--- src/ackq_pkg.sv ---
// Shared types, constants and helper functions for the acknowledgement queue.
// No dependencies; every other file of the block but ackq_ram imports this package.
`timescale 1ns / 1ps
`default_nettype none

package ackq_pkg;

  // Ring geometry.
  localparam int QUEUE_SLOTS = 32;
  localparam int PTR_W       = $clog2(QUEUE_SLOTS);

  // Field widths.
  localparam int REQ_W     = 2;
  localparam int BYTE_W    = 8;
  localparam int DUR_W     = 16;
  localparam int STAT_W    = 3;
  localparam int OCC_W     = 5;
  localparam int CFG_IDX_W = 4;

  // Request codes.
  localparam logic [REQ_W-1:0] REQ_PUSH   = 2'd0;
  localparam logic [REQ_W-1:0] REQ_POP    = 2'd1;
  localparam logic [REQ_W-1:0] REQ_CANCEL = 2'd2;

  // Result status codes.
  localparam logic [STAT_W-1:0] STAT_APPENDED   = 3'd0;
  localparam logic [STAT_W-1:0] STAT_SUPPRESSED = 3'd1;
  localparam logic [STAT_W-1:0] STAT_REPLACED   = 3'd2;
  localparam logic [STAT_W-1:0] STAT_DROPPED    = 3'd3;
  localparam logic [STAT_W-1:0] STAT_POPPED     = 3'd4;
  localparam logic [STAT_W-1:0] STAT_EMPTY      = 3'd5;
  localparam logic [STAT_W-1:0] STAT_CANCELLED  = 3'd6;

  // Configuration register indexes and reset values.
  localparam logic [CFG_IDX_W-1:0] REG_DUPLICATE = 4'd0;
  localparam logic [CFG_IDX_W-1:0] REG_BUSY      = 4'd1;
  localparam logic [BYTE_W-1:0]    DUP_RESET     = 8'd2;
  localparam logic [BYTE_W-1:0]    BUSY_RESET    = 8'd3;

  // One stored acknowledgement record.
  typedef struct packed {
    logic [BYTE_W-1:0] code;
    logic [BYTE_W-1:0] goal;
    logic [BYTE_W-1:0] mask;
    logic [BYTE_W-1:0] board;
    logic [DUR_W-1:0]  dur;
  } rec_t;

  localparam int REC_W = $bits(rec_t);

  // Memory port controls driven by the sequencer.
  typedef struct packed {
    logic             we;
    logic [PTR_W-1:0] waddr;
    rec_t             wdata;
    logic             re;
    logic [PTR_W-1:0] raddr;
  } mem_ctl_t;

  // Outcome of the shared record compare unit.
  typedef struct packed {
    logic dup_hit;
    logic rep_hit;
  } cmp_res_t;

  // Next slot around the ring.
  function automatic logic [PTR_W-1:0] ring_adv(input logic [PTR_W-1:0] p);
    logic [PTR_W-1:0] q;
    if (p == PTR_W'(QUEUE_SLOTS - 1)) begin
      q = '0;
    end else begin
      q = p + 1'b1;
    end
    return q;
  endfunction

  // Records held between head and tail, reported in the occupancy width.
  function automatic logic [OCC_W-1:0] ring_held(input logic [PTR_W-1:0] wp,
                                                 input logic [PTR_W-1:0] rp);
    logic [PTR_W:0] diff;
    if (wp >= rp) begin
      diff = {1'b0, wp} - {1'b0, rp};
    end else begin
      diff = {1'b0, wp} + (PTR_W+1)'(QUEUE_SLOTS) - {1'b0, rp};
    end
    return OCC_W'(diff);
  endfunction

  // An ack code is repetitive when it equals either configured code.
  function automatic logic is_rep(input logic [BYTE_W-1:0] code,
                                  input logic [BYTE_W-1:0] dup_code,
                                  input logic [BYTE_W-1:0] busy_code);
    return (code == dup_code) || (code == busy_code);
  endfunction

endpackage

`default_nettype wire

--- src/ackq_if.sv ---
// Handshake interfaces for the request, result and configuration channels.
// Depends on ackq_pkg for field widths.
`timescale 1ns / 1ps
`default_nettype none

// Request channel: one item per push, pop or cancel.
interface ackq_in_if import ackq_pkg::*; ();
  logic              valid;
  logic              ready;
  logic [REQ_W-1:0]  req_type;
  logic [BYTE_W-1:0] ack_code;
  logic [BYTE_W-1:0] goal_id;
  logic [BYTE_W-1:0] axis_mask;
  logic [BYTE_W-1:0] board_state;
  logic [DUR_W-1:0]  goal_dur;

  modport source (output valid, req_type, ack_code, goal_id, axis_mask, board_state,
                  goal_dur, input ready);
  modport sink   (input valid, req_type, ack_code, goal_id, axis_mask, board_state,
                  goal_dur, output ready);
endinterface

// Result channel: one item for every request.
interface ackq_out_if import ackq_pkg::*; ();
  logic              valid;
  logic              ready;
  logic [STAT_W-1:0] status;
  logic [BYTE_W-1:0] out_ack_code;
  logic [BYTE_W-1:0] out_goal_id;
  logic [BYTE_W-1:0] out_axis_mask;
  logic [BYTE_W-1:0] out_board_state;
  logic [DUR_W-1:0]  out_goal_dur;
  logic [OCC_W-1:0]  occupancy;

  modport source (output valid, status, out_ack_code, out_goal_id, out_axis_mask,
                  out_board_state, out_goal_dur, occupancy, input ready);
  modport sink   (input valid, status, out_ack_code, out_goal_id, out_axis_mask,
                  out_board_state, out_goal_dur, occupancy, output ready);
endinterface

// Configuration write channel.
interface ackq_cfg_if import ackq_pkg::*; ();
  logic                 valid;
  logic                 ready;
  logic [CFG_IDX_W-1:0] index;
  logic [BYTE_W-1:0]    data;

  modport source (output valid, index, data, input ready);
  modport sink   (input valid, index, data, output ready);
endinterface

`default_nettype wire

--- src/ackq_ram.sv ---
// Generic single-write, single-read memory with a registered read port.
// No package dependencies.
`timescale 1ns / 1ps
`default_nettype none

module ackq_ram #(
  parameter int WIDTH = 48,
  parameter int DEPTH = 32
) (
  input  wire logic                     clk,
  input  wire logic                     we,
  input  wire logic [$clog2(DEPTH)-1:0] waddr,
  input  wire logic [WIDTH-1:0]         wdata,
  input  wire logic                     re,
  input  wire logic [$clog2(DEPTH)-1:0] raddr,
  output      logic [WIDTH-1:0]         rdata
);

  logic [WIDTH-1:0] mem [DEPTH];

  // Write port.
  always_ff @(posedge clk) begin
    if (we) begin
      mem[waddr] <= wdata;
    end
  end

  // Read port; data holds until the next read.
  always_ff @(posedge clk) begin
    if (re) begin
      rdata <= mem[raddr];
    end
  end

endmodule

`default_nettype wire

--- src/ackq_cmp.sv ---
// Shared compare unit: checks one stored record against the pending push.
// Depends on ackq_pkg for rec_t, cmp_res_t and is_rep.
`timescale 1ns / 1ps
`default_nettype none

module ackq_cmp import ackq_pkg::*; (
  input  wire rec_t              stored,
  input  wire rec_t              pending,
  input  wire logic [BYTE_W-1:0] dup_code,
  input  wire logic [BYTE_W-1:0] busy_code,
  output      cmp_res_t          res
);

  // Equal record, board state ignored; and repetitive test on the stored code.
  always_comb begin
    res.dup_hit = (stored.code == pending.code) && (stored.goal == pending.goal) &&
                  (stored.mask == pending.mask) && (stored.dur == pending.dur);
    res.rep_hit = is_rep(stored.code, dup_code, busy_code);
  end

endmodule

`default_nettype wire

--- src/ackq_seq.sv ---
// Sequencer of the queue: takes a request item, walks the ring through the
// memory read port, and registers the result item. Depends on ackq_pkg, ackq_if.
`timescale 1ns / 1ps
`default_nettype none

module ackq_seq import ackq_pkg::*; (
  input  wire logic              clk,
  input  wire logic              rst_n,
  ackq_in_if.sink                in_if,
  ackq_out_if.source             out_if,
  input  wire logic [BYTE_W-1:0] dup_code,
  input  wire logic [BYTE_W-1:0] busy_code,
  input  wire rec_t              rd_data,
  input  wire cmp_res_t          cmp_res,
  output      rec_t              cur_rec,
  output      mem_ctl_t          mem_ctl
);

  typedef enum logic [3:0] {
    ST_IDLE = 4'b0001,
    ST_EXEC = 4'b0010,
    ST_POP  = 4'b0100,
    ST_SCAN = 4'b1000
  } state_t;

  state_t            state_r, state_nxt;
  logic [REQ_W-1:0]  req_r, req_nxt;
  rec_t              rec_r, rec_nxt;
  logic              mode_rep_r, mode_rep_nxt;
  logic [PTR_W-1:0]  rp_r, rp_nxt;
  logic [PTR_W-1:0]  wp_r, wp_nxt;
  logic [PTR_W-1:0]  issue_r, issue_nxt;
  logic [PTR_W-1:0]  chk_idx_r, chk_idx_nxt;
  logic              chk_vld_r, chk_vld_nxt;
  logic              out_valid_r, out_valid_nxt;
  logic [STAT_W-1:0] out_stat_r;
  rec_t              out_rec_r;
  logic [OCC_W-1:0]  out_occ_r;

  logic              emit;
  logic [STAT_W-1:0] emit_stat;
  rec_t              emit_rec;
  logic              out_free;
  logic              empty;
  logic              full;
  logic              new_rep;
  logic              hit;

  assign out_free = !out_valid_r || out_if.ready;
  assign empty    = (rp_r == wp_r);
  assign full     = (ring_adv(wp_r) == rp_r);
  assign new_rep  = is_rep(rec_r.code, dup_code, busy_code);
  assign hit      = mode_rep_r ? cmp_res.rep_hit : cmp_res.dup_hit;
  assign cur_rec  = rec_r;

  assign in_if.ready = (state_r == ST_IDLE);

  // Sequencer: decides each request and steps the ring scan.
  always_comb begin
    state_nxt    = state_r;
    req_nxt      = req_r;
    rec_nxt      = rec_r;
    mode_rep_nxt = mode_rep_r;
    rp_nxt       = rp_r;
    wp_nxt       = wp_r;
    issue_nxt    = issue_r;
    chk_idx_nxt  = chk_idx_r;
    chk_vld_nxt  = chk_vld_r;
    mem_ctl      = '0;
    emit         = 1'b0;
    emit_stat    = STAT_APPENDED;
    emit_rec     = '0;

    unique case (state_r)
      ST_IDLE: begin
        if (in_if.valid) begin
          req_nxt       = in_if.req_type;
          rec_nxt.code  = in_if.ack_code;
          rec_nxt.goal  = in_if.goal_id;
          rec_nxt.mask  = in_if.axis_mask;
          rec_nxt.board = in_if.board_state;
          rec_nxt.dur   = in_if.goal_dur;
          state_nxt     = ST_EXEC;
        end
      end

      ST_EXEC: begin
        case (req_r)
          REQ_PUSH: begin
            if (new_rep && !empty) begin
              // Look for an equal record already queued.
              mode_rep_nxt = 1'b0;
              issue_nxt    = rp_r;
              chk_vld_nxt  = 1'b0;
              state_nxt    = ST_SCAN;
            end else if (full && !new_rep) begin
              // Look for a repetitive record to overwrite.
              mode_rep_nxt = 1'b1;
              issue_nxt    = rp_r;
              chk_vld_nxt  = 1'b0;
              state_nxt    = ST_SCAN;
            end else if (out_free) begin
              if (full) begin
                emit      = 1'b1;
                emit_stat = STAT_DROPPED;
              end else begin
                mem_ctl.we    = 1'b1;
                mem_ctl.waddr = wp_r;
                mem_ctl.wdata = rec_r;
                wp_nxt        = ring_adv(wp_r);
                emit          = 1'b1;
                emit_stat     = STAT_APPENDED;
              end
              state_nxt = ST_IDLE;
            end
          end
          REQ_POP: begin
            if (empty) begin
              if (out_free) begin
                emit      = 1'b1;
                emit_stat = STAT_EMPTY;
                state_nxt = ST_IDLE;
              end
            end else begin
              mem_ctl.re    = 1'b1;
              mem_ctl.raddr = rp_r;
              state_nxt     = ST_POP;
            end
          end
          default: begin
            // Cancel; the unused request code acts the same way.
            if (out_free) begin
              rp_nxt    = wp_r;
              emit      = 1'b1;
              emit_stat = STAT_CANCELLED;
              state_nxt = ST_IDLE;
            end
          end
        endcase
      end

      ST_POP: begin
        if (out_free) begin
          rp_nxt    = ring_adv(rp_r);
          emit      = 1'b1;
          emit_stat = STAT_POPPED;
          emit_rec  = rd_data;
          state_nxt = ST_IDLE;
        end
      end

      ST_SCAN: begin
        if (chk_vld_r && hit) begin
          // Found: suppress the duplicate or overwrite in place.
          if (out_free) begin
            if (mode_rep_r) begin
              mem_ctl.we    = 1'b1;
              mem_ctl.waddr = chk_idx_r;
              mem_ctl.wdata = rec_r;
              emit_stat     = STAT_REPLACED;
            end else begin
              emit_stat     = STAT_SUPPRESSED;
            end
            emit      = 1'b1;
            state_nxt = ST_IDLE;
          end
        end else if (issue_r == wp_r) begin
          // Whole ring checked without a hit.
          chk_vld_nxt = 1'b0;
          if (out_free) begin
            if (!mode_rep_r && !full) begin
              mem_ctl.we    = 1'b1;
              mem_ctl.waddr = wp_r;
              mem_ctl.wdata = rec_r;
              wp_nxt        = ring_adv(wp_r);
              emit_stat     = STAT_APPENDED;
            end else begin
              emit_stat     = STAT_DROPPED;
            end
            emit      = 1'b1;
            state_nxt = ST_IDLE;
          end
        end else begin
          // Fetch the next record; it is checked in the following cycle.
          mem_ctl.re    = 1'b1;
          mem_ctl.raddr = issue_r;
          chk_idx_nxt   = issue_r;
          chk_vld_nxt   = 1'b1;
          issue_nxt     = ring_adv(issue_r);
        end
      end

      default: begin
        state_nxt = ST_IDLE;
      end
    endcase
  end

  // Result register; a new item may be loaded as the old one is taken.
  always_comb begin
    if (emit) begin
      out_valid_nxt = 1'b1;
    end else if (out_if.ready) begin
      out_valid_nxt = 1'b0;
    end else begin
      out_valid_nxt = out_valid_r;
    end
  end

  // Control state.
  always_ff @(posedge clk) begin
    if (!rst_n) begin
      state_r     <= ST_IDLE;
      rp_r        <= '0;
      wp_r        <= '0;
      chk_vld_r   <= 1'b0;
      out_valid_r <= 1'b0;
    end else begin
      state_r     <= state_nxt;
      rp_r        <= rp_nxt;
      wp_r        <= wp_nxt;
      chk_vld_r   <= chk_vld_nxt;
      out_valid_r <= out_valid_nxt;
    end
  end

  // Payload registers.
  always_ff @(posedge clk) begin
    req_r      <= req_nxt;
    rec_r      <= rec_nxt;
    mode_rep_r <= mode_rep_nxt;
    issue_r    <= issue_nxt;
    chk_idx_r  <= chk_idx_nxt;
    if (emit) begin
      out_stat_r <= emit_stat;
      out_rec_r  <= emit_rec;
      out_occ_r  <= ring_held(wp_nxt, rp_nxt);
    end
  end

  assign out_if.valid           = out_valid_r;
  assign out_if.status          = out_stat_r;
  assign out_if.out_ack_code    = out_rec_r.code;
  assign out_if.out_goal_id     = out_rec_r.goal;
  assign out_if.out_axis_mask   = out_rec_r.mask;
  assign out_if.out_board_state = out_rec_r.board;
  assign out_if.out_goal_dur    = out_rec_r.dur;
  assign out_if.occupancy       = out_occ_r;

endmodule

`default_nettype wire

--- src/ack_queue_with_dedup.sv ---
// Ring queue of acknowledgement records with suppression of repeated pushes.
// An item is taken in one cycle and decided in the next: cancel, append and empty
// pop finish in ST_EXEC, a pop finishes in ST_POP, and a push that scans the ring
// checks one record per cycle in ST_SCAN; an untaken result stalls it.
// Synchronous reset (rst_n low) empties the ring and loads the default codes.
// Depends on ackq_pkg, ackq_if, ackq_ram, ackq_cmp and ackq_seq.
`timescale 1ns / 1ps
`default_nettype none

module ack_queue_with_dedup import ackq_pkg::*; (
  input  wire logic  clk,
  input  wire logic  rst_n,
  ackq_in_if.sink    in_if,
  ackq_out_if.source out_if,
  ackq_cfg_if.sink   cfg_if
);

  logic [BYTE_W-1:0] dup_code_r;
  logic [BYTE_W-1:0] busy_code_r;
  mem_ctl_t          mem_ctl;
  logic [REC_W-1:0]  rd_word;
  rec_t              rd_data;
  rec_t              cur_rec;
  cmp_res_t          cmp_res;

  // Configuration registers; writes to other indexes are ignored.
  assign cfg_if.ready = 1'b1;

  always_ff @(posedge clk) begin
    if (!rst_n) begin
      dup_code_r  <= DUP_RESET;
      busy_code_r <= BUSY_RESET;
    end else if (cfg_if.valid) begin
      unique case (cfg_if.index)
        REG_DUPLICATE: dup_code_r  <= cfg_if.data;
        REG_BUSY:      busy_code_r <= cfg_if.data;
        default: ;
      endcase
    end
  end

  // Record store.
  ackq_ram #(
    .WIDTH (REC_W),
    .DEPTH (QUEUE_SLOTS)
  ) u_ram (
    .clk   (clk),
    .we    (mem_ctl.we),
    .waddr (mem_ctl.waddr),
    .wdata (mem_ctl.wdata),
    .re    (mem_ctl.re),
    .raddr (mem_ctl.raddr),
    .rdata (rd_word)
  );

  assign rd_data = rd_word;

  // Shared record compare.
  ackq_cmp u_cmp (
    .stored    (rd_data),
    .pending   (cur_rec),
    .dup_code  (dup_code_r),
    .busy_code (busy_code_r),
    .res       (cmp_res)
  );

  // Sequencer and result register.
  ackq_seq u_seq (
    .clk       (clk),
    .rst_n     (rst_n),
    .in_if     (in_if),
    .out_if    (out_if),
    .dup_code  (dup_code_r),
    .busy_code (busy_code_r),
    .rd_data   (rd_data),
    .cmp_res   (cmp_res),
    .cur_rec   (cur_rec),
    .mem_ctl   (mem_ctl)
  );

  // The memory is never written and read in the same cycle.
  a_no_rw_same_cycle: assert property (@(posedge clk) disable iff (!rst_n)
    !(mem_ctl.we && mem_ctl.re))
    else $error("memory written and read in the same cycle");

  // After an item is taken the block is busy in the following cycle.
  a_busy_after_accept: assert property (@(posedge clk) disable iff (!rst_n)
    (in_if.valid && in_if.ready) |=> !in_if.ready)
    else $error("request taken while the previous one is still being decided");

  // Every memory write comes with a result item.
  a_write_has_result: assert property (@(posedge clk) disable iff (!rst_n)
    mem_ctl.we |=> out_if.valid)
    else $error("record stored without a result item");

  // A memory write leaves the sequencer ready for the next item.
  a_write_ends_item: assert property (@(posedge clk) disable iff (!rst_n)
    mem_ctl.we |=> in_if.ready)
    else $error("record stored before the item was finished");

endmodule

`default_nettype wire

--- src/flat_wrapper.sv ---
// flat-port wrapper written by rule: the top's interface ports become plain ports
module ack_queue_with_dedup_flat import ackq_pkg::*;
  (clk, rst_n, in_if_valid, in_if_req_type, in_if_ack_code, in_if_goal_id, in_if_axis_mask, in_if_board_state, in_if_goal_dur, in_if_ready, out_if_valid, out_if_status, out_if_out_ack_code, out_if_out_goal_id, out_if_out_axis_mask, out_if_out_board_state, out_if_out_goal_dur, out_if_occupancy, out_if_ready, cfg_if_valid, cfg_if_index, cfg_if_data, cfg_if_ready);
  ackq_in_if in_if_i ();
  ackq_out_if out_if_i ();
  ackq_cfg_if cfg_if_i ();
  input  wire logic clk;
  input  wire logic rst_n;
  input wire logic [$bits(in_if_i.valid)-1:0] in_if_valid;
  input wire logic [$bits(in_if_i.req_type)-1:0] in_if_req_type;
  input wire logic [$bits(in_if_i.ack_code)-1:0] in_if_ack_code;
  input wire logic [$bits(in_if_i.goal_id)-1:0] in_if_goal_id;
  input wire logic [$bits(in_if_i.axis_mask)-1:0] in_if_axis_mask;
  input wire logic [$bits(in_if_i.board_state)-1:0] in_if_board_state;
  input wire logic [$bits(in_if_i.goal_dur)-1:0] in_if_goal_dur;
  output wire logic [$bits(in_if_i.ready)-1:0] in_if_ready;
  output wire logic [$bits(out_if_i.valid)-1:0] out_if_valid;
  output wire logic [$bits(out_if_i.status)-1:0] out_if_status;
  output wire logic [$bits(out_if_i.out_ack_code)-1:0] out_if_out_ack_code;
  output wire logic [$bits(out_if_i.out_goal_id)-1:0] out_if_out_goal_id;
  output wire logic [$bits(out_if_i.out_axis_mask)-1:0] out_if_out_axis_mask;
  output wire logic [$bits(out_if_i.out_board_state)-1:0] out_if_out_board_state;
  output wire logic [$bits(out_if_i.out_goal_dur)-1:0] out_if_out_goal_dur;
  output wire logic [$bits(out_if_i.occupancy)-1:0] out_if_occupancy;
  input wire logic [$bits(out_if_i.ready)-1:0] out_if_ready;
  input wire logic [$bits(cfg_if_i.valid)-1:0] cfg_if_valid;
  input wire logic [$bits(cfg_if_i.index)-1:0] cfg_if_index;
  input wire logic [$bits(cfg_if_i.data)-1:0] cfg_if_data;
  output wire logic [$bits(cfg_if_i.ready)-1:0] cfg_if_ready;
  assign in_if_i.valid = in_if_valid;
  assign in_if_i.req_type = in_if_req_type;
  assign in_if_i.ack_code = in_if_ack_code;
  assign in_if_i.goal_id = in_if_goal_id;
  assign in_if_i.axis_mask = in_if_axis_mask;
  assign in_if_i.board_state = in_if_board_state;
  assign in_if_i.goal_dur = in_if_goal_dur;
  assign in_if_ready = in_if_i.ready;
  assign out_if_valid = out_if_i.valid;
  assign out_if_status = out_if_i.status;
  assign out_if_out_ack_code = out_if_i.out_ack_code;
  assign out_if_out_goal_id = out_if_i.out_goal_id;
  assign out_if_out_axis_mask = out_if_i.out_axis_mask;
  assign out_if_out_board_state = out_if_i.out_board_state;
  assign out_if_out_goal_dur = out_if_i.out_goal_dur;
  assign out_if_occupancy = out_if_i.occupancy;
  assign out_if_i.ready = out_if_ready;
  assign cfg_if_i.valid = cfg_if_valid;
  assign cfg_if_i.index = cfg_if_index;
  assign cfg_if_i.data = cfg_if_data;
  assign cfg_if_ready = cfg_if_i.ready;
  ack_queue_with_dedup u_core (.clk(clk), .rst_n(rst_n), .in_if(in_if_i), .out_if(out_if_i), .cfg_if(cfg_if_i));
endmodule
--- config.mk ---
export PLATFORM = sky130hd
export DESIGN_NAME = ack_queue_with_dedup_flat
export DESIGN_NICKNAME = d
export VERILOG_FILES = /design/src/ackq_pkg.sv /design/src/ackq_if.sv /design/src/ackq_ram.sv /design/src/ackq_cmp.sv /design/src/ackq_seq.sv /design/src/ack_queue_with_dedup.sv /design/src/flat_wrapper.sv
export SDC_FILE = /design/constraint.sdc
export NUM_CORES = 2
export LEC_CHECK = 0
export ABC_AREA = 0
export BUFFER_PORTS_ARGS = -buffer_cell sky130_fd_sc_hd__buf_2
export CAP_MARGIN = 5
export CORE_MARGIN = 2
export CORE_UTILIZATION = 45
export CTS_CLUSTER_DIAMETER = 200
export DETAILED_ROUTE_END_ITERATION = 10
export SLEW_MARGIN = 20
export SYNTH_ARGS = -nofsm -noshare
export SYNTH_HDL_FRONTEND = slang
export SYNTH_SLANG_ARGS = --single-unit
--- constraint.sdc ---
create_clock -name clk -period 8.03 [get_ports clk]
set_clock_uncertainty 0.2 [all_clocks]
set_input_delay 1.606 -clock clk [delete_from_list [all_inputs] [get_ports clk]]
set_output_delay 1.606 -clock clk [all_outputs]
set_load 0.05 [all_outputs]
Word-level counts from Yosys, hierarchy flattened
Memories as Yosys holds them, arrays and structs flattened. A register that Yosys moved wholly into a read port is not among the register bits.
Cells that the tools add are included.
Word-level totals
  register bits: 149
  bits in latches: 0
  memory bits (writable): 1536
  ROM bits: 0
  input port bits: 67
  output and inout port bits: 59
  logic and storage cells: 174
  memories: 1
Memory list
  u_core.u_ram.mem: words 32, width 48, read ports 1, clocked after Yosys merged registers in 1, wr ports 1, RTL line ackq_ram.sv:19  | logic [WIDTH-1:0] mem [DEPTH];
Operators by class
  add/subtract/negate cells: 6
  multipliers: 0
  div/mod/pow operators: 0
  order comparisons: 1
  equality and inequality tests: 26
  shift operators: 0
  mux-type cells: 85
  bitwise gates (word level): 2
  reductions and logical operators: 30
Operators by type and width (count)
  two-way mux 54 bit: 11
  case mux 60 bit (2 select lines): 1
  two-way mux 5 bit: 21
  equality test 8 bit: 7
  case mux 5 bit (2 select lines): 3
  two-way mux 4 bit: 7
  two-way mux 6 bit: 4
  two-way mux 3 bit: 7
  adder 5 x 1 -> 5 bit, second input constant: 4
  two-way mux 1 bit: 17
  equality test 16 bit: 1
  case mux 4 bit (4 select lines): 1
  equality test 5 bit: 3
  equality test 5 bit, second input constant: 3
  two-way mux 2 bit: 7
  AND reduction 2 bit: 5
  subtractor 5 bit: 2
  case mux 3 bit (3 select lines): 1
  equality test 4 x 1 -> 1 bit, second input constant: 2
  inequality test 2 bit, second input constant: 4
  case mux 4 bit (2 select lines): 1
  logical AND 1 bit: 7
  inequality test 3 bit, second input constant: 2
  case mux 3 bit (2 select lines): 1
  17 further kinds: 28

Longest topological paths before layout
  word-level depth: 13
  mapped depth: 17
  depth with buffers taken out: 16

Hierarchy
Synthesis repeated with hierarchy kept, for this count alone.
Unflattened totals
  cell total of the unflattened synthesis: 4008
  area, all modules: 68719.7 sq um
By module, submodules not included
  ackq_ram: times used 1, cells each 3364, area an instance 61205.0 sq um
  ackq_seq: times used 1, cells each 505, area an instance 6241.0 sq um
  ack_queue_with_dedup: times used 1, cells each 65, area an instance 651.9 sq um
  ackq_cmp: times used 1, cells each 74, area an instance 621.8 sq um

Worst setup path after synthesis
Ideal clock, no wire load.
  path kind: input port to flip-flop
  start point: in out_if_ready
  end point: mem u_core.u_ram.mem[26][0], enable pin
  setup time: 0.454 ns
  data arrival time: 5.461 ns
  required time: 7.376 ns
  slack: 1.915 ns
  stages on the path: 10
  path buffers: 2
  path through: nor2b_1 > nor2_1 > nand2_1 > or4bb_1 > a21oi_1 > clkbuf_1 > clkbuf_1 > o2bb2ai_1 > nand3_1 > nor2_1
On the way
  cells in the longest elaborated chain, start to end: 8
  elaborated cells between the ends (all ways): 12
RTL lines
  from (decl): RTL line flat_wrapper.sv:25  | input wire logic [$bits(out_if_i.ready)-1:0] out_if_ready;
  logical OR 1 bit *: RTL line ackq_seq.sv:49  | assign out_free = !out_valid_r || out_if.ready;
  two-way mux 54 bit: RTL line ackq_seq.sv:102  | end else if (out_free) begin
  two-way mux 54 bit: RTL line ackq_seq.sv:96  | end else if (full && !new_rep) begin
  two-way mux 54 bit: RTL line ackq_seq.sv:90  | if (new_rep && !empty) begin
  two-way mux 54 bit: RTL line ackq_seq.sv:88  | case (req_r)
  case mux 60 bit (2 select lines) *: RTL line ackq_seq.sv:74  | unique case (state_r)
  two-way mux 1 bit: RTL line ackq_ram.sv:23  | if (we) begin
  two-way mux 1 bit (implied by the code): RTL line ackq_ram.sv:24  | mem[waddr] <= wdata;
  to (decl): RTL line ackq_ram.sv:19
Mark *: on every way between the ends. The rest lies on a longest branch, timed or not.

Final worst setup path
  start point: reg u_core.u_ram.rdata[37] (read register of u_core.u_ram.mem)
  end point: reg u_core.u_ram.rdata[7] (read register of u_core.u_ram.mem) (data pin)
On the way
  cells in the longest elaborated chain, start to end: 8
RTL lines
  from (decl): RTL line ackq_ram.sv:16  | output logic [WIDTH-1:0] rdata
  equality test 8 bit: RTL line ackq_cmp.sv:16  | res.dup_hit = (stored.code == pending.code) && (stored.goal == pending.goal) &&
  logical AND 1 bit (2 in a row): RTL line ackq_cmp.sv:16
  logical AND 1 bit: RTL line ackq_cmp.sv:17  | (stored.mask == pending.mask) && (stored.dur == pending.dur);
  two-way mux 1 bit: RTL line ackq_seq.sv:53  | assign hit = mode_rep_r ? cmp_res.rep_hit : cmp_res.dup_hit;
  logical AND 1 bit: RTL line ackq_seq.sv:153  | if (chk_vld_r && hit) begin
  two-way mux 6 bit: RTL line ackq_seq.sv:153
  case mux 60 bit (2 select lines): RTL line ackq_seq.sv:74
Every way passes these cells.
A chain may end at the register's enable or synchronous reset.

==> impl_results.md <==
- Antenna violations before repair: 8
- Root buf cell: clkbuf_16
- DR iter-0 viols: roughly 5.5k
- Post-CTS sizing: 0
- Drt total wl: between 200000 and 250000 um
- Synth top area share: ~74%
- MaxCap Viol Count: 0
- Crit path time final: between 6 and 7 ns
- Rel. slew slack: 16.7%
- Peak VDD IR: ~0.00022 V
- Commonest cells post-synth: 1701 x edfxtp_1, 1329 x nand2_1, 362 x nor2_1, 303 x nand3_1, 218 x a31oi_1
- Worst-path cell chain: xnor2_1, nand3_1, or4_1, a22oi_2, buf_4, buf_4, nand2_1, nand3_1, a21o_1, o221ai_1, a211oi_2
- Pwr Density: ~230 nW/um2
- Vias in the first global route: approximately 40k
- DP Area: just over 70000 um2
- Slew @ Worst Pin: 1.24 ns
- DIE HEIGHT: approximately 400 um
- Max FO, Critical Path: 88
- Fmax: 164 MHz
- Syn Inst Count: 5160
- Status: complete, no violations
- DR vias: about 43k
- Core box area: approximately 150000 um2
- # nets final: 5344
- Post-synthesis sequential area ratio: about three quarters
- Final setup viols: 0
- Final Cycle Share: approximately 76%
- Tightest Hold Check Type: flop to flop
- PortBufs: approximately 120
- Flop2flop setup slack: a little under 2 ns
- Yosys cell types: 74
- Starting Density: between 40% and 50%
- Top post-synthesis cells by area: edfxtp_1 74%, nand2_1 7.2%, nand3_1 2.2%
- CTS buffer count: ~170
- I/O pin cnt: between 100 and 150
- Die area: about 160000 um2
- WP data required: about 8.3 ns
- Final Hold Fails: 0
- YS warnings: 0
- Syn Std Cell Area: about 70000 um2
- Setup TNS: 0 ns
- Area growth from synthesis to layout: 12.8%
- Synthesized net count: roughly 5.2k
- Placer Congestion: between 0.8 and 0.9
- Rows: about 140
- EDFF count, synth: approximately 1.7k
- CTS clk-pin slew, worst paths: roughly 0.060 ns
- Drt via density: 5.82
- Wire per inst: between 20 and 30 um
- Largest area contributor in the netlist: edfxtp_1
- Post-route cell area: about 78000 um2
- Arr. time, crit path: about 6.4 ns
- Crit end category: flop
- Most common cell in the netlist: edfxtp_1
- Average cell area after synthesis: around 13 um2
- Clock sinks: roughly 1.7k
- Post-synth ARST share: 0%
- Critical path's slowest cell: buf_4
- Post-detail-place hpwl: 114000 um
- Detailed Routing Iterations Pass 1: 6
- All-layer global routing usage: between 20% and 30%
- Layout cell share with drive strength beyond 1: between 10% and 20%
- Die extent in x: 396 um
- RSZ-0062 raised after global routing: false
- DRC viols: 0
- Fillers: ~13k
- CP startpoint kind: flop
- Hold_buf cts: 0
- Clock tree buffer depth: 3
- Clock Latency Late Sink: around 0.8 ns
- Worst setup path category: flop to flop
- Top FF cell, synth: edfxtp_1
- Global-route wire length before repair: a little under 300000 um
- TritonCTS clock tree: yes
- Largest stage delay, worst path: approximately 0.9 ns
- Antenna Violating Nets Remaining: 0
- Htree depth: 4
- Max-slew violation count: 0
- P_leak: about 26 nW
- Synth Register Bits: 1733
- Largest net degree at the start of global routing: between 150 and 200
- Total setup buffers inserted after CTS: 0
- GR Overflow Total: 0
==> report_power, final <==
part	switching, W	internal [W]
Sequential	0.0000274	0.00983
Combinational	0.000104	0.0000520
Clock	0.00342	0.00448
==> state kept, by name (all words and copies together), names as in the netlist, 5 cells and up <==
register / flops
u_core.u_ram.rdata: 48
u_core.u_seq.out_if.out_goal_id: 8
u_core.u_seq.out_if.occupancy: 5
u_core.u_ram.mem: 1536
u_core.u_seq.issue_r: 5
u_core.u_seq.wp_r: 5
u_core.busy_code_r: 8
u_core.u_seq.out_if.out_axis_mask: 8
u_core.u_seq.cur_rec: 48
u_core.u_seq.chk_idx_r: 5
u_core.u_seq.rp_r: 5
u_core.u_seq.out_if.out_goal_dur: 16
u_core.u_seq.out_if.out_board_state: 8
u_core.dup_code_r: 8
u_core.u_seq.out_if.out_ack_code: 8
==> per-layer routing <==
layer	wire [um]	vias to the layer above	track usage, %
met5	13	-	0
met4	6630	2	8.94
met3	20100	311	4.95
met2	91300	2192	38.5
met1	83600	21658	36.7
li1	-	19161	-
==> worst paths after layout <==
path | start | end | cells past startpoint
setup reg to reg | u_core.u_ram.rdata[37]$_DFFE_PP_ | u_core.u_ram.rdata[7]$_DFFE_PP_ | 11
hold / removal | u_core.u_ram.rdata[18]$_DFFE_PP_ | u_core.u_seq.out_if.out_board_state[2]$_SDFFCE_PN0P_ | 1
hold reg to reg | u_core.u_ram.rdata[18]$_DFFE_PP_ | u_core.u_seq.out_if.out_board_state[2]$_SDFFCE_PN0P_ | 1
setup / recovery | u_core.u_ram.rdata[37]$_DFFE_PP_ | u_core.u_ram.rdata[7]$_DFFE_PP_ | 11
==> kinds of logic (layout without fill, tap and decap cells) <==
kind of cell,after synthesis,in the layout,synth area share (%)
DFF,1733,1733,74.7
AOI/OAI and AO/OA,617,617,6.28
muxes,51,51,0.783
other,1,2,0.00542
xor gates and xnor gates,93,93,1.18
and+or+nand+nor,2330,2330,14.6
buffers and inverters,324,573,2.27
adders and majority gates,11,11,0.210
==> per-stage QoR <==
| step | utilization [%] | instances | setup slack (ns) | hold WS [ns] | power [W] |
|---|---|---|---|---|---|
| 6_report | 51.3 | 7440 | 1.94 | 0.321 | 0.0179 |
| 4_1_cts | 51.3 | 7439 | 2.06 | 0.324 | 0.0180 |
| 3_5_place_dp | 47.7 | 7123 | 1.59 | 0.310 | 0.0102 |
| 5_1_grt | 51.3 | 7439 | 1.63 | 0.345 | 0.0184 |
| 3_3_place_gp | 47.6 | 7123 | 1.55 | 0.306 | 0.0102 |
| 2_1_floorplan | - | 5160 | 1.91 | 0.279 | 0.0101 |
==> cells in the final DEF, fill, tap and decap left out, types with 7 or more instances in the layout <==
cell | netlist | layout
a2111oi_2 | 20 | 20
a211oi_1 | 24 | 21
a21o_1 | 30 | 30
a21oi_1 | 77 | 76
a31oi_1 | 218 | 217
a32oi_1 | 68 | 68
and2_1 | 57 | 56
and3_1 | 149 | 149
buf_12 | 0 | 19
buf_2 | 174 | 124
buf_4 | 19 | 105
bufinv_16 | 0 | 14
clkbuf_1 | 93 | 27
clkbuf_16 | 0 | 176
clkinv_1 | 0 | 45
clkinv_2 | 0 | 35
clkinv_8 | 0 | 7
dfxtp_1 | 32 | 32
edfxtp_1 | 1701 | 1701
ha_1 | 10 | 10
inv_1 | 9 | 9
mux2_2 | 25 | 25
mux2i_1 | 26 | 26
nand2_1 | 1329 | 1329
nand2b_1 | 9 | 9
nand3_1 | 303 | 303
nand4_1 | 14 | 14
nor2_1 | 362 | 328
nor2_4 | 1 | 36
nor2b_1 | 51 | 11
nor2b_2 | 0 | 18
nor2b_4 | 0 | 22
nor3_1 | 7 | 7
nor4_1 | 21 | 19
o21ai_0 | 41 | 41
o221ai_1 | 26 | 26
o22ai_1 | 69 | 69
xnor2_1 | 46 | 46
xor2_1 | 47 | 47
==> critical path: cells and delay by family (launching register included) <==
| kind | cells | cell delay, ns |
|---|---|---|
| AND/OR/NAND/NOR | 4 | 1.09 |
| XOR/XNOR | 1 | 0.75 |
| AO/OA/AOI/OAI | 4 | 1.47 |
| flip-flops | 1 | 0.52 |
| buffers and inverters | 2 | 1.58 |
==> cell type report <==
class | count | area, um2 | share of cell area [%]
flip-flops and latches | 1733 | 51700 | 66.2
multi-input cells | 3103 | 16500 | 21.1
clock buffers | 204 | 4520 | 5.79
well taps | 2030 | 2540 | 3.25
repair buffers | 248 | 1790 | 2.29
clock inverters | 112 | 1000 | 1.28
inverters | 9 | 33.8 | 0.0433
diodes | 1 | 2.50 | 0.00320
(Power assumes the default switching activity.)
